==> config.mk <==
export PLATFORM = sky130hd
export DESIGN_NAME = crlf_multiline_message_framer_flat
export DESIGN_NICKNAME = d
export VERILOG_FILES = /design/src/rtl/core/cmf_pkg.sv /design/src/rtl/core/cmf_rx_if.sv /design/src/rtl/core/cmf_res_if.sv /design/src/rtl/core/crlf_multiline_message_framer.sv /design/src/flat_wrapper.sv
export SDC_FILE = /design/constraint.sdc
export NUM_CORES = 1
export LEC_CHECK = 0
export BUFFER_PORTS_ARGS = -buffer_cell sky130_fd_sc_hd__clkbuf_2
export CORE_MARGIN = 10
export CORE_UTILIZATION = 35
export CTS_BUF_LIST = sky130_fd_sc_hd__clkbuf_4
export DETAILED_ROUTE_END_ITERATION = 8
export GPL_TIMING_DRIVEN = 0
export PLACE_DENSITY = 0.6
export RECOVER_POWER = 50
export REMOVE_ABC_BUFFERS = 1
export SLEW_MARGIN = 0
export SYNTH_ARGS = -nofsm -noshare
export SYNTH_HDL_FRONTEND = slang
export SYNTH_SLANG_ARGS = --single-unit
==> constraint.sdc <==
create_clock -name clk -period 9.1 [get_ports clk]
set_clock_uncertainty 0.2 [all_clocks]
set_input_delay 0.91 -clock clk [delete_from_list [all_inputs] [get_ports clk]]
set_output_delay 0.91 -clock clk [all_outputs]
set_load 0.03 [all_outputs]
==> src/rtl/core/cmf_pkg.sv <==
// Package for the CR-LF multi-line message framer.
// Holds payload types, character codes, event codes, register indexes and register reset values.
// No dependencies.
`default_nettype none

package cmf_pkg;

  localparam logic [7:0] CHAR_LF = 8'h0a;
  localparam logic [7:0] CHAR_CR = 8'h0d;

  localparam logic [2:0] EV_NONE       = 3'd0;
  localparam logic [2:0] EV_DONE       = 3'd1;
  localparam logic [2:0] EV_BLANK      = 3'd2;
  localparam logic [2:0] EV_IDLE_LONG  = 3'd3;
  localparam logic [2:0] EV_MANY_LINES = 3'd4;
  localparam logic [2:0] EV_FORMAT     = 3'd5;
  localparam logic [2:0] EV_LINE_LONG  = 3'd6;
  localparam logic [2:0] EV_MSG_LONG   = 3'd7;

  localparam logic [1:0] REG_MAX_LINES       = 2'd0;
  localparam logic [1:0] REG_MAX_LINE_LENGTH = 2'd1;
  localparam logic [1:0] REG_MAX_MSG_LENGTH  = 2'd2;

  localparam logic [3:0] MAX_LINES_RST       = 4'd8;
  localparam logic [7:0] MAX_LINE_LENGTH_RST = 8'd42;
  localparam logic [8:0] MAX_MSG_LENGTH_RST  = 9'd312;

  localparam logic [3:0] LINES_SAT = 4'd15;

  typedef struct packed {
    logic [7:0] rx_byte;
  } rx_beat_t;

  typedef struct packed {
    logic [7:0] data_byte;
    logic       store_byte;
    logic [8:0] store_position;
    logic [2:0] event_res;
    logic [8:0] message_length;
    logic [3:0] line_count;
  } res_beat_t;

endpackage

`default_nettype wire

==> src/rtl/core/cmf_rx_if.sv <==
// Input channel of the framer: one received byte per beat.
// Depends on cmf_pkg.
`default_nettype none

interface cmf_rx_if;
  logic              valid;
  logic              ready;
  cmf_pkg::rx_beat_t data;

  modport source (output valid, output data, input ready);
  modport sink   (input valid, input data, output ready);
endinterface

`default_nettype wire

==> src/rtl/core/cmf_res_if.sv <==
// Result channel of the framer: one framing decision per beat.
// Depends on cmf_pkg.
`default_nettype none

interface cmf_res_if;
  logic               valid;
  logic               ready;
  cmf_pkg::res_beat_t data;

  modport source (output valid, output data, input ready);
  modport sink   (input valid, input data, output ready);
endinterface

`default_nettype wire

==> src/rtl/core/crlf_multiline_message_framer.sv <==
// Top level of the CR-LF multi-line message framer.
// Depends on cmf_pkg, cmf_rx_if and cmf_res_if.
//
//   channel  dir  beat contents
//   rx       in   rx_byte
//   res      out  data_byte, store_byte, store_position, event_res,
//                 message_length, line_count
//   cfg      in   cfg_we, cfg_index, cfg_data (write only)
//
// One beat per cycle while the skid register is empty.
// Framing state updates in the cycle a byte is taken; result goes to an
// output register backed by a one-entry skid register.
// rx.ready drops only while the skid register holds a beat.
// rst (synchronous) sets idle mode, clears counters and loads register defaults.
`default_nettype none

module crlf_multiline_message_framer (
  input  wire logic       clk,
  input  wire logic       rst,
  cmf_rx_if.sink          rx,
  cmf_res_if.source       res,
  input  wire logic       cfg_we,
  input  wire logic [1:0] cfg_index,
  input  wire logic [8:0] cfg_data
);

  typedef enum logic [1:0] {
    MODE_IDLE    = 2'd0,
    MODE_COLLECT = 2'd1,
    MODE_DISCARD = 2'd2,
    MODE_UNUSED  = 2'd3
  } mode_t;

  mode_t      mode, mode_next;
  logic [7:0] chars_in_line, chars_next;
  logic [3:0] lines_in_message, lines_next;
  logic [8:0] stored_length, stored_next;
  logic [7:0] last_byte, last_next;

  logic [3:0] max_lines;
  logic [7:0] max_line_length;
  logic [8:0] max_message_length;

  cmf_pkg::res_beat_t out_beat, skid_beat, new_beat;
  logic               out_valid, skid_valid;
  logic               acc, out_fire;

  logic [7:0] b;
  logic [7:0] chars_inc;
  logic [8:0] stored_inc;
  logic [4:0] lines_inc;
  logic       is_lf, long_line;
  logic       store;
  logic [8:0] pos;
  logic [2:0] ev;

  assign acc      = rx.valid && rx.ready;
  assign out_fire = out_valid && res.ready;
  assign rx.ready = !skid_valid;
  assign res.valid = out_valid;
  assign res.data  = out_beat;

  assign b          = rx.data.rx_byte;
  assign chars_inc  = chars_in_line + 8'd1;
  assign stored_inc = stored_length + 9'd1;
  assign lines_inc  = {1'b0, lines_in_message} + 5'd1;
  assign is_lf      = (b == cmf_pkg::CHAR_LF);
  assign long_line  = (chars_inc > max_line_length);

  always_comb begin
    mode_next   = mode;
    chars_next  = chars_inc;
    lines_next  = lines_in_message;
    stored_next = stored_length;
    last_next   = b;
    store       = 1'b0;
    pos         = '0;
    ev          = cmf_pkg::EV_NONE;
    case (mode)
      MODE_IDLE: begin
        store       = 1'b1;
        pos         = stored_length;
        stored_next = stored_inc;
        if (is_lf) begin
          chars_next = '0;
          if (chars_inc > 8'd2) begin
            lines_next = 4'd1;
            mode_next  = MODE_COLLECT;
          end else begin
            ev          = cmf_pkg::EV_BLANK;
            stored_next = '0;
          end
        end else if (long_line) begin
          ev          = cmf_pkg::EV_IDLE_LONG;
          chars_next  = '0;
          stored_next = '0;
        end
      end
      MODE_COLLECT: begin
        store       = 1'b1;
        pos         = stored_length;
        stored_next = stored_inc;
        if (is_lf) begin
          chars_next = '0;
          if (chars_inc > 8'd2) begin
            if (lines_inc > {1'b0, max_lines}) begin
              ev         = cmf_pkg::EV_MANY_LINES;
              lines_next = lines_inc[4] ? cmf_pkg::LINES_SAT : lines_inc[3:0];
              mode_next  = MODE_DISCARD;
            end else begin
              lines_next = lines_inc[3:0];
            end
          end else if (chars_inc == 8'd2 && last_byte == cmf_pkg::CHAR_CR) begin
            ev          = cmf_pkg::EV_DONE;
            stored_next = '0;
            mode_next   = MODE_IDLE;
          end else begin
            ev        = cmf_pkg::EV_FORMAT;
            mode_next = MODE_DISCARD;
          end
        end else if (long_line) begin
          ev         = cmf_pkg::EV_LINE_LONG;
          chars_next = '0;
          mode_next  = MODE_DISCARD;
        end else if (stored_inc >= max_message_length) begin
          ev         = cmf_pkg::EV_MSG_LONG;
          chars_next = '0;
          mode_next  = MODE_DISCARD;
        end
      end
      MODE_DISCARD: begin
        if (is_lf) begin
          if (chars_inc > 8'd2) begin
            chars_next = '0;
          end else if (chars_inc == 8'd2 && last_byte == cmf_pkg::CHAR_CR) begin
            chars_next  = '0;
            stored_next = '0;
            mode_next   = MODE_IDLE;
          end
        end
      end
      default: begin
        chars_next  = '0;
        stored_next = '0;
        last_next   = last_byte;
        mode_next   = MODE_IDLE;
      end
    endcase
    new_beat.data_byte      = b;
    new_beat.store_byte     = store;
    new_beat.store_position = pos;
    new_beat.event_res      = ev;
    new_beat.message_length = stored_next;
    new_beat.line_count     = lines_next;
  end

  always_ff @(posedge clk) begin
    if (rst) begin
      mode               <= MODE_IDLE;
      chars_in_line      <= '0;
      lines_in_message   <= '0;
      stored_length      <= '0;
      last_byte          <= '0;
      max_lines          <= cmf_pkg::MAX_LINES_RST;
      max_line_length    <= cmf_pkg::MAX_LINE_LENGTH_RST;
      max_message_length <= cmf_pkg::MAX_MSG_LENGTH_RST;
      out_valid          <= 1'b0;
      skid_valid         <= 1'b0;
    end else begin
      if (cfg_we) begin
        case (cfg_index)
          cmf_pkg::REG_MAX_LINES:       max_lines          <= cfg_data[3:0];
          cmf_pkg::REG_MAX_LINE_LENGTH: max_line_length    <= cfg_data[7:0];
          cmf_pkg::REG_MAX_MSG_LENGTH:  max_message_length <= cfg_data;
          default: ;
        endcase
      end
      if (acc) begin
        mode             <= mode_next;
        chars_in_line    <= chars_next;
        lines_in_message <= lines_next;
        stored_length    <= stored_next;
        last_byte        <= last_next;
      end
      if (!out_valid || out_fire) begin
        if (skid_valid) begin
          out_beat   <= skid_beat;
          out_valid  <= 1'b1;
          skid_valid <= acc;
          if (acc) begin
            skid_beat <= new_beat;
          end
        end else begin
          out_valid <= acc;
          if (acc) begin
            out_beat <= new_beat;
          end
        end
      end else if (acc) begin
        skid_beat  <= new_beat;
        skid_valid <= 1'b1;
      end
    end
  end

endmodule

`default_nettype wire
==> src/flat_wrapper.sv <==
// flat-port wrapper written by rule: the top's interface ports become plain ports
module crlf_multiline_message_framer_flat 
  (clk, rst, cfg_we, cfg_index, cfg_data, rx_valid, rx_data, rx_ready, res_valid, res_data, res_ready);
  cmf_rx_if rx_i ();
  cmf_res_if res_i ();
  input  wire logic clk;
  input  wire logic rst;
  input  wire logic cfg_we;
  input  wire logic [1:0] cfg_index;
  input  wire logic [8:0] cfg_data;
  input wire logic [$bits(rx_i.valid)-1:0] rx_valid;
  input wire logic [$bits(rx_i.data)-1:0] rx_data;
  output wire logic [$bits(rx_i.ready)-1:0] rx_ready;
  output wire logic [$bits(res_i.valid)-1:0] res_valid;
  output wire logic [$bits(res_i.data)-1:0] res_data;
  input wire logic [$bits(res_i.ready)-1:0] res_ready;
  assign rx_i.valid = rx_valid;
  assign rx_i.data = rx_data;
  assign rx_ready = rx_i.ready;
  assign res_valid = res_i.valid;
  assign res_data = res_i.data;
  assign res_i.ready = res_ready;
  crlf_multiline_message_framer u_core (.clk(clk), .rst(rst), .rx(rx_i), .res(res_i), .cfg_we(cfg_we), .cfg_index(cfg_index), .cfg_data(cfg_data));
endmodule
==> Word level (Yosys, flattened, before mapping) <==
Cells that the tools add are included.
{ "classes": {"n_reduce_logical": 19, "n_lt_le_gt_ge": 4, "add_sub_neg": 3, "bitwise_logic": 1, "muxes": 59, "n_eq_ne": 15} }
{ "ops": {"columns": ["operator", "count"], "rows": [
  ["two-way mux 34 bit", 5],
  ["two-way mux 9 bit", 10],
  ["two-way mux 8 bit", 8],
  ["case mux 9 bit (3 select lines)", 1],
  ["two-way mux 2 bit", 13],
  ["two-way mux 4 bit", 6],
  ["case mux 8 bit (3 select lines)", 1],
  ["two-way mux 3 bit", 7],
  ["equality test 8 x 4 -> 1 bit, second input constant", 2],
  ["inequality test 2 x 1 -> 1 bit, second input constant", 5],
  ["AND reduction 2 bit", 5],
  ["adder 9 x 1 -> 9 bit, second input constant", 1],
  ["greater-or-equal comparator 9 bit", 1],
  ["adder 8 x 1 -> 8 bit, second input constant", 1],
  ["equality test 8 x 2 -> 1 bit, second input constant", 1],
  ["greater-than comparator 8 x 2 -> 1 bit, second input constant", 1],
  ["greater-than comparator 8 bit", 1],
  ["case mux 4 bit (2 select lines)", 1],
  ["AND reduction 8 bit", 1],
  ["case mux 2 bit (3 select lines)", 1],
  ["case mux 3 bit (2 select lines)", 1],
  ["adder 4 x 1 -> 5 bit, second input constant", 1],
  ["greater-than comparator 5 x 4 -> 1 bit", 1],
  ["two-way mux 1 bit", 5],
  ["other kinds (14)", 21]
]} }
{ "totals": {"in_bits": 24, "out_inout_bits": 36, "register_bits": 122} }

==> Logic depth before layout (Yosys ltp) <==
Gate-level depths: netlist of the first run.
{ "logic_depth": {"word_depth": 10, "ltp_mapped": 15} }

==> Worst setup path before layout of the first run <==
No wires, ideal clock.
{ "synth_timing": {"path_type": "input to register", "start": "in rx_valid", "end": "reg u_core.skid_beat[0] (netlist bit) (enable)", "path_slack_ns": 4.794, "stages": 3, "t_required_ns": 8.433, "t_arrival_ns": 3.639, "n_path_buf": 1, "cell_sequence": "nand2_1 clkbuf_1 nor3_1"} }
{ "synth_rtl": {"columns": ["element", "line", "text"], "rows": [
  ["from (decl)", "flat_wrapper.sv:11", "input wire logic [$bits(rx_i.valid)-1:0] rx_valid;"],
  ["to (signal assigned)", "crlf_multiline_message_framer.sv:191", "skid_beat <= new_beat;"],
  ["to (signal assigned)", "crlf_multiline_message_framer.sv:200", "skid_beat <= new_beat;"],
  ["to (decl)", "crlf_multiline_message_framer.sv:44", "cmf_pkg::res_beat_t out_beat, skid_beat, new_beat;"]
]} }

==> Worst setup path in the final report of the first run <==
{ "layout_timing": {"start": "reg u_core.skid_valid", "end": "reg u_core.chars_in_line[2]"} }
{ "layout_via": {"elab_chain_cells": 2} }
{ "layout_lines": {"columns": ["element", "line", "text"], "rows": [
  ["from (decl)", "crlf_multiline_message_framer.sv:45", "logic out_valid, skid_valid;"],
  ["from (signal assigned)", "crlf_multiline_message_framer.sv:168", "skid_valid <= 1'b0;"],
  ["from (signal assigned)", "crlf_multiline_message_framer.sv:189", "skid_valid <= acc;"],
  ["from (signal assigned)", "crlf_multiline_message_framer.sv:201", "skid_valid <= 1'b1;"],
  ["logical NOT 1 bit", "crlf_multiline_message_framer.sv:59", "assign rx.ready = !skid_valid;"],
  ["logical AND 1 bit", "crlf_multiline_message_framer.sv:57", "assign acc = rx.valid && rx.ready;"],
  ["to (signal assigned)", "crlf_multiline_message_framer.sv:180", "chars_in_line <= chars_next;"],
  ["to (decl)", "crlf_multiline_message_framer.sv:35", "logic [7:0] chars_in_line, chars_next;"]
]} }
No other way between the ends.
A chain may end at the register's enable or synchronous reset.

==> flow_results.org, run 1 <==
** Timing
- Setup total negative slack :: 0 ns
- Actual slew at the worst max-slew pin :: 2.04 ns
- Achievable clock frequency :: 0.239 GHz
- Final number of max-transition violations :: 43
- After layout, the minimum clock period comes to 4.18 ns.
- Final Hold Fails :: 0
- Post-route clock period utilization :: 45.9%
- Setup repair after global routing left no endpoint under its margin.
- Setup slack closes at 4.92 ns.
- Relative slew slack :: -36.0%
- Setup Viol. Count Final :: 0

** Synth
- The cell area that synthesis handed to floorplanning was 5960 µm².
- The synthesized design spends more area on one cell type than any other, namely edfxtp_1.
- For this run, the number of Yosys warnings is 0.
- Ranked by total cell area, the synthesized netlist is headed by edfxtp_1, dfxtp_1, ha_1, mux2_2, nand2_1.
- Synthesis instantiated 64 different standard cells from the library.
- Avg Synthesized Cell Area :: 10.3 µm²
- Primary FF master, synth :: edfxtp_1
- Number of flops mapped to enable cells by yosys :: 68
- For this run, asynchronously set or reset flops after synthesis account for 0%.
- Of the synthesized area, sequential elements account for 52.4%.
- Share of the synthesized area in the top cell type :: 34.2%
- Post-synthesis cell count :: 579
- The synthesized design contains 122 register bits.

** Route
- In the routed layout, each cell is associated on average with a via count of 5.05.
- Post-detailed-routing wire length :: 13.5 mm
- For this run, design rule violations remaining after detail routing come to 0.
- Routed length per placed instance :: 15.5 µm
- Number of design-rule violations left by the first detailed-router iteration :: 302
- Across all layers, the routed design uses 4381 vias.
- For this run, the detailed router's first-pass iteration total came to 5.
- The detail route stage leaves a number of antenna-violating nets equal to 0.

** Pwr
- Highest ir drop seen on vdd :: 65.5 µV
- Power spread over the standard cell area amounts to 164 nW/µm².
- Summed over all nets, the switching power comes to 0.284 mW.
- Reported leakage power :: 2.63 nW
- Share of power burned in the clock network :: 37.2%
- Per report_power, the sequential group accounts for 55.1% of the total.
- Switching portion of total power :: 25.9%
- Combinational Power Share :: 7.7%
- The internal power of the cells totals 0.815 mW.

** Worst setup path
- RR Startpoint :: u_core.skid_valid$_SDFFE_PP0P_
- Setup crit end kind :: register
- Type of element launching the critical path :: register
- Crit path kind :: register to register
- Along the worst path, the maximum fanout reaches 25.
- Critical Path Start :: u_core.skid_valid$_SDFFE_PP0P_
- In this run the critical register-to-register path is captured at u_core.chars_in_line[2]$_SDFFE_PP0P_.
- For flop-to-flop paths, the worst setup slack is 4.92 ns.
- For the worst setup path, the data arrival time is 4.43 ns.
- Number of cells on the worst reg-to-reg path :: 7
- Worst path required time :: 9.36 ns

** Global routing
- Entering global routing, the biggest net connects 43 pins.
- Across every metal layer, demand over resource in global routing totals 12.4%.
- Global-route wire length before repair :: 22.2 mm
- The number of antenna violations at the first check in global routing was 1.
- Vias in the first global route :: 4366
- Grt ovf :: 0

** Worst hold path
- The worst hold path terminates at u_core.last_byte[5]$_SDFFE_PP0P_.
- The startpoint identified for the worst hold timing path is u_core.last_byte[5]$_SDFFE_PP0P_.
- Hold Path Stages :: 2
- Worst hold path type :: register to register

** Clock network
- Hold repair after CTS inserted 0 buffers.
- Once the clock tree was built, the setup fixing pass inserted 0 buffers.
- The clock net in this run drives a total of 122 sinks.
- Maximum level of the CTS H-tree :: 4
- The longest clock path from root to sink contains 2 buffers.
- CTS clock-pin slew for the worst setup and hold paths :: 0.12 ns
- TritonCTS built the clock tree.
- Clock insertion delay at the later pin of the skew report :: 0.55 ns
- Post-CTS sizing :: 0
- Clock root buffer :: clkbuf_4
- CTS Buf Count :: 17

** Floorplan
- For this configuration, the core starts out at a cell density of 35.8%.
- Vertical extent of the die :: 151 µm
- The die is 151 µm wide.
- 60 I/O pins were placed.
- Placement row count :: 47
- Die area :: 22700 µm²
- In this run the standard cell core region covers 16600 µm².

** Place
- Count of input and output buffers :: 59
- Worst setup timing slack at the placement stage :: 4.94 ns
- At the end of routability-driven placement, the weighted congestion stood at 0.844.
- HPWL after detailed placement :: 9.61 mm

** Flow run
- Max-cap violations in this run came to 1.

** Final layout
- Ratio of cells with drive above 1 in the final layout :: 14.1%
- At the end of the flow, the number of nets in the layout was 682.
- P&R area growth vs syn :: 12.4%

** Status
- Violated checks :: capacitance limit, slew limit
- The flow ran to the end, but the final reports show violations.
## cell usage after synthesis (all sizes together) (10+ instances only)
cell type and number:
clkbuf 19, dfxtp 54, mux2 27, buf 10, o21ai 30, nor3 11
a21oi 41, nand3 13, nand2 78, nor2b 13, edfxtp 68, ha 25
inv 36, nor2 39
## power by group through the flow
stage	clock [mW]	combinational, mW	sequential [mW]
3_3_place_gp	0	0.0838	0.619
6_report	0.409	0.0844	0.606
4_1_cts	0.420	0.0888	0.606
2_1_floorplan	0	0.0423	0.631
5_1_grt	0.446	0.0946	0.608
3_5_place_dp	0	0.0882	0.619
## state kept, by name (all words and copies together) (netlist names)
signal and flops:
u_core.lines_in_message 4, u_core.max_message_length 9, u_core.max_lines 4, u_core.skid_valid 1, u_core.last_byte 8, u_core.chars_in_line 8
u_core.mode 2, u_core.res.valid 1, u_core.stored_length 9, u_core.res.data 34, u_core.skid_beat 34, u_core.max_line_length 8
## worst max-delay path by stage
| stage | endpoint | slack, ns | cells past startpoint |
|---|---|---|---|
| after CTS | u_core.chars_in_line[2]$_SDFFE_PP0P_ | 4.87 | 7 |
| final | u_core.chars_in_line[2]$_SDFFE_PP0P_ | 4.92 | 7 |
| after detailed placement | u_core.chars_in_line[2]$_SDFFE_PP0P_ | 4.94 | 7 |
| after global placement | u_core.skid_beat[0]$_DFFE_PP_ | 2.34 | 3 |
| after global routing | u_core.chars_in_line[2]$_SDFFE_PP0P_ | 4.57 | 7 |
| after floorplan | u_core.skid_beat[0]$_DFFE_PP_ | 4.30 | 3 |
## worst max-delay path: stages, from the launching register on
cell,delay [ns]
dfxtp_1,0.67
inv_1,0.90
nand2_1,0.74
nor2_1,0.31
nand2_1,0.09
a211oi_1,0.77
a211oi_1,0.12
a311oi_1,0.27
## layout make-up
cell class / count / area, µm²
inverter: 36 / 135
clock buffer: 17 / 128
multi-input combinational: 392 / 2580
clock inverter: 15 / 174
sequential: 122 / 3120
tap: 220 / 275
fill: 1651 / 9940
timing repair buffer: 64 / 285
antenna: 1 / 2.50
## kinds of logic (layout without fill, tap and decap cells)
family	Yosys count	after routing	synth area share, %
multiplexers	36	36	6.67
other	0	1	0
AO/OA/AOI/OAI	129	129	14.3
XOR/XNOR	10	10	1.47
flip-flops	122	122	52.4
AND/OR/NAND/NOR	192	192	15.5
adder cells (fa/ha/maj)	25	25	5.25
buffers and inverters	65	132	4.43
## metrics by stage
| stage | power, mW | instance area (µm²) | util, % | std cells | hold WS, ns |
|---|---|---|---|---|---|
| final | 1.10 | 6700 | 40.3 | 867 | 0.261 |
| after global routing | 1.15 | 6700 | 40.3 | 867 | 0.287 |
| after CTS | 1.12 | 6770 | 40.7 | 866 | 0.265 |
| after detailed placement | 0.707 | 6470 | 38.9 | 834 | 0.248 |
| after global placement | 0.703 | 6400 | 38.5 | 829 | 0.244 |
| after floorplan | 0.673 | 5830 | - | 550 | 0.230 |
## metal layers
| layer | up-vias | routed length (µm) | global-route usage, % |
|---|---|---|---|
| li1 | 2199 | - | - |
| met1 | 2070 | 6300 | 15.5 |
| met2 | 101 | 6180 | 19.1 |
| met3 | 11 | 819 | 4.14 |
| met4 | 0 | 178 | 5.20 |
| met5 | - | 0 | 0 |
## layout by cell type (no fill, tap or decap), types with 5 or more instances in the layout
cell type,n
a22o_1,5
o211ai_1,5
nor2_1,38
a21oi_1,40
nand2_1,78
ha_1,25
edfxtp_1,68
o21ai_0,28
a22oi_1,7
clkbuf_4,17
clkbuf_1,45
and2_1,5
xnor2_1,6
dfxtp_1,54
nand3_1,13
or2_2,6
inv_1,36
mux2_2,26
clkbuf_2,15
mux2i_1,9
nor2b_1,13
nor3_1,10
a211oi_1,8
(Power assumes the default switching activity.)
==> run 2: changes to the inputs <==
==> constraint.sdc (replaced) <==
create_clock -name clk -period 4 [get_ports clk]
set_clock_uncertainty 0.2 [all_clocks]
set_input_delay 0.4 -clock clk [delete_from_list [all_inputs] [get_ports clk]]
set_output_delay 0.4 -clock clk [all_outputs]
set_load 0.03 [all_outputs]
==> run 2 against run 1 <==
Effect of this change:
- the run still ends with capacitance limit, slew limit left
- worst setup slack lost 4.6 ns
- critical endpoint is now u_core.res.data[12]$_DFFE_PP_
- first-iteration DRC count is 5.3% higher
- core utilization increased by 1.5 points
- combinational power increased by 150%
- sequential share of layout area decreased by 1.6 points
==> flow_results.org, run 2 (synthesis gave the netlist of run 1 again) <==
** Worst setup path
- STA classifies the critical path endpoint as a register.
- Worst path slowest cell :: o41ai_1
- Number of cells on the worst reg-to-reg path :: 12 (+5)
- The required time reported for the critical path endpoint was 4.12 ns (-5.24 ns).
- The most numerous cell type found on the critical path is a21oi_1.
- The worst setup path is launched from a register.
- Crit Path Max Fanout :: 10 (-60%)
- Delay contributed by the slowest stage of the critical path :: 0.53 ns (-0.37 ns)
- Crit path kind :: register to register
- The data arrival time of the critical path came to 3.84 ns (-0.59 ns).
- Ordered cell list for the critical path :: and4_1 -> nand2_1 -> and2_1 -> or2_2 -> ha_1 -> a21oi_1 -> o21ai_0 -> a21oi_1 -> o41ai_1 -> a211o_2 -> o21ai_2 -> mux2_4

** Flow run
- Number of max-capacitance violations reported :: 1 (unchanged)

** Place
- The number of input and output port buffers inserted was 59 (unchanged).
- The post-DP HPWL is 9.61 mm (unchanged).
- Instance count after placement with tap cells included :: 834 (unchanged)
- Routability cong. :: 0.844 (unchanged)

** Floorplan
- Die width :: 151 µm (unchanged)
- Vertical extent of the die :: 151 µm (unchanged)
- The top-level port count was 60 (unchanged).
- The area of the core region is 16600 µm² (unchanged).
- Die area :: 22700 µm² (unchanged)
- The starting utilization of the core area is 35.8% (unchanged).
- Placement row count :: 47 (unchanged)

** Route
- The per-cell via count in the routed design was 5.03 (-0.45%).
- Count of antenna-violating nets left after detailed routing :: 0 (unchanged)
- The number of DRC violations after detailed-routing iteration 0 was 318 (+5.3%).
- Total via count in the routed design :: 4482 (+2.3%)
- Post-detailed-routing wire length :: 13.8 mm (+2.3%)
- The total DRC errors in the routed layout was 0 (unchanged).
- The mean routed wirelength per cell is 15.5 µm (-0.42%).
- Drt pass-1 iters :: 5 (unchanged)

** Final layout
- The final cell utilization of the core is 41.7% (+1.5 points).
- Most frequent standard cell in the layout excluding fill and tap cells :: nand2_1
- Final Instance Count excl. Fillers :: 891 (+2.8%)
- In the layout the commonest cells are nand2_1, edfxtp_1, dfxtp_1.
- From synthesis to final layout, the design area changed by 16.5%.
- # fillers :: 1633 (-1.1%)
- Ratio of cells with drive above 1 in the final layout :: 14.9% (+0.84 points)
- Total Nets Final :: 706 (+3.5%)

** Timing
- The total setup violations reported at the end of the flow is 0 (unchanged).
- Achievable clock frequency :: 0.269 GHz (+12%)
- The relative slew slack came to -36.3% (-0.31 points).
- Setup repair after global routing missed its margin :: no
- Final Hold Fails :: 0 (unchanged)
- The transition at the pin with the smallest max-transition slack is 2.04 ns (+0.00463 ns).
- The number of max-slew violations in the final report was 43 (unchanged).
- The final critical-path share of the clock period was 93.0% (+47 points).
- Hold slack final :: 0.0871 ns (-0.174 ns)
- Fin crit period :: 3.72 ns (-0.458 ns)

** Global routing
- Global-route wire length before repair :: 22.5 mm (+1.5%)
- The total global-route track usage was 12.5% (+0.12 points).
- Grt ovf :: 0 (unchanged)
- Largest net degree at the start of global routing :: 43 (unchanged)
- The number of antenna violations at the first check in global routing came to 1 (unchanged).
- The via count of the first global-routing pass was 4449 (+1.9%).

** Clock network
- TritonCTS built the clock tree.
- The number of clock sinks seen by CTS was 122 (unchanged).
- Clock root buffer :: clkbuf_4
- The number of CTS-inserted buffers came to 17 (unchanged).
- Clock insertion delay at the later pin of the skew report :: 0.56 ns (about the same)
- Largest buffer count on any clock path :: 2 (unchanged)
- The count of H-tree levels built during CTS is 4 (unchanged).
- The clock transition at the registers of the reported paths was 0.12 ns (about the same).

** Worst hold path
- Worst hold path type :: input port to register
- The number of stages on the worst hold path came to 3 (+1).

** Pwr
- Power per cell area :: 363 nW/µm² (+120%)
- The largest vdd supply drop is 149 µV (+130%).
- The leakage power of the design was 2.73 nW (+3.8%).

** Status
- The flow ran to the end, but the final reports show violations.
- The checks that failed: capacitance limit, slew limit.
[run 2: final timing paths]
check | startpoint | end | slack, ns
max | u_core.chars_in_line[2]$_SDFFE_PP0P_ | u_core.res.data[12]$_DFFE_PP_ | 0.28
min | cfg_index[0] | u_core.max_lines[3]$_SDFFE_PP1P_ | 0.09
max reg2reg | u_core.chars_in_line[2]$_SDFFE_PP0P_ | u_core.res.data[12]$_DFFE_PP_ | 0.28
min reg2reg | u_core.last_byte[5]$_SDFFE_PP0P_ | u_core.last_byte[5]$_SDFFE_PP0P_ | 0.26
[run 2: report_power, final]
part           total, mW  internal [mW]  switching [mW]
Combinational      0.210         0.0761           0.133
Sequential          1.38           1.36          0.0210
Clock              0.931          0.433           0.498
Total               2.52           1.87           0.652
[run 2: what timing repair did]
item,CTS,global route
resized for setup,2,5
pin swaps,0,2
cloned,0,1
setup buffers,0,3
hold endpoints to repair,47,0
setup endpoints to repair,10,33
hold buffers,20,0
[run 2: per-stage QoR]
step | setup TNS (ns) | setup WS [ns] | area, µm² | power (mW)
6_report | 0 | 0.281 | 6950 | 2.52
5_1_grt | 0 | 0.00325 | 6950 | 2.63
4_1_cts | 0 | 0.00189 | 6980 | 2.55
3_5_place_dp | -0.880 | -0.159 | 6470 | 1.61
3_3_place_gp | -131.71 | -2.76 | 6400 | 1.60
2_1_floorplan | -27.37 | -0.805 | 5830 | 1.53
[run 2: cell type report]
cell class,instances,area [µm²],share of cell area (%)
flip-flops and latches,122,3130,45.0
multi-input cells,392,2590,37.3
repair buffers,87,508,7.31
well taps,220,275,3.96
clock inverters,15,174,2.50
inverters,36,136,1.96
clock buffers,17,128,1.84
repair inverters,1,5.00,0.0720
diodes,1,2.50,0.0360
[run 2: per-layer routing]
metal,global-route usage [%],part of all wire (%),vias up
met5,0,0,-
met4,5.20,1.1,0
met3,3.66,5.7,9
met2,19.4,46,112
met1,15.9,47,2108
li1,-,-,2253
[run 2: critical path, delay by kind of cell, from the launching register on]
family | cells | cell delay, ns
and+or+nand+nor | 4 | 0.88
AOI/OAI and AO/OA | 6 | 1.33
adders and majority gates | 1 | 0.30
muxes | 1 | 0.26
DFF | 1 | 0.52
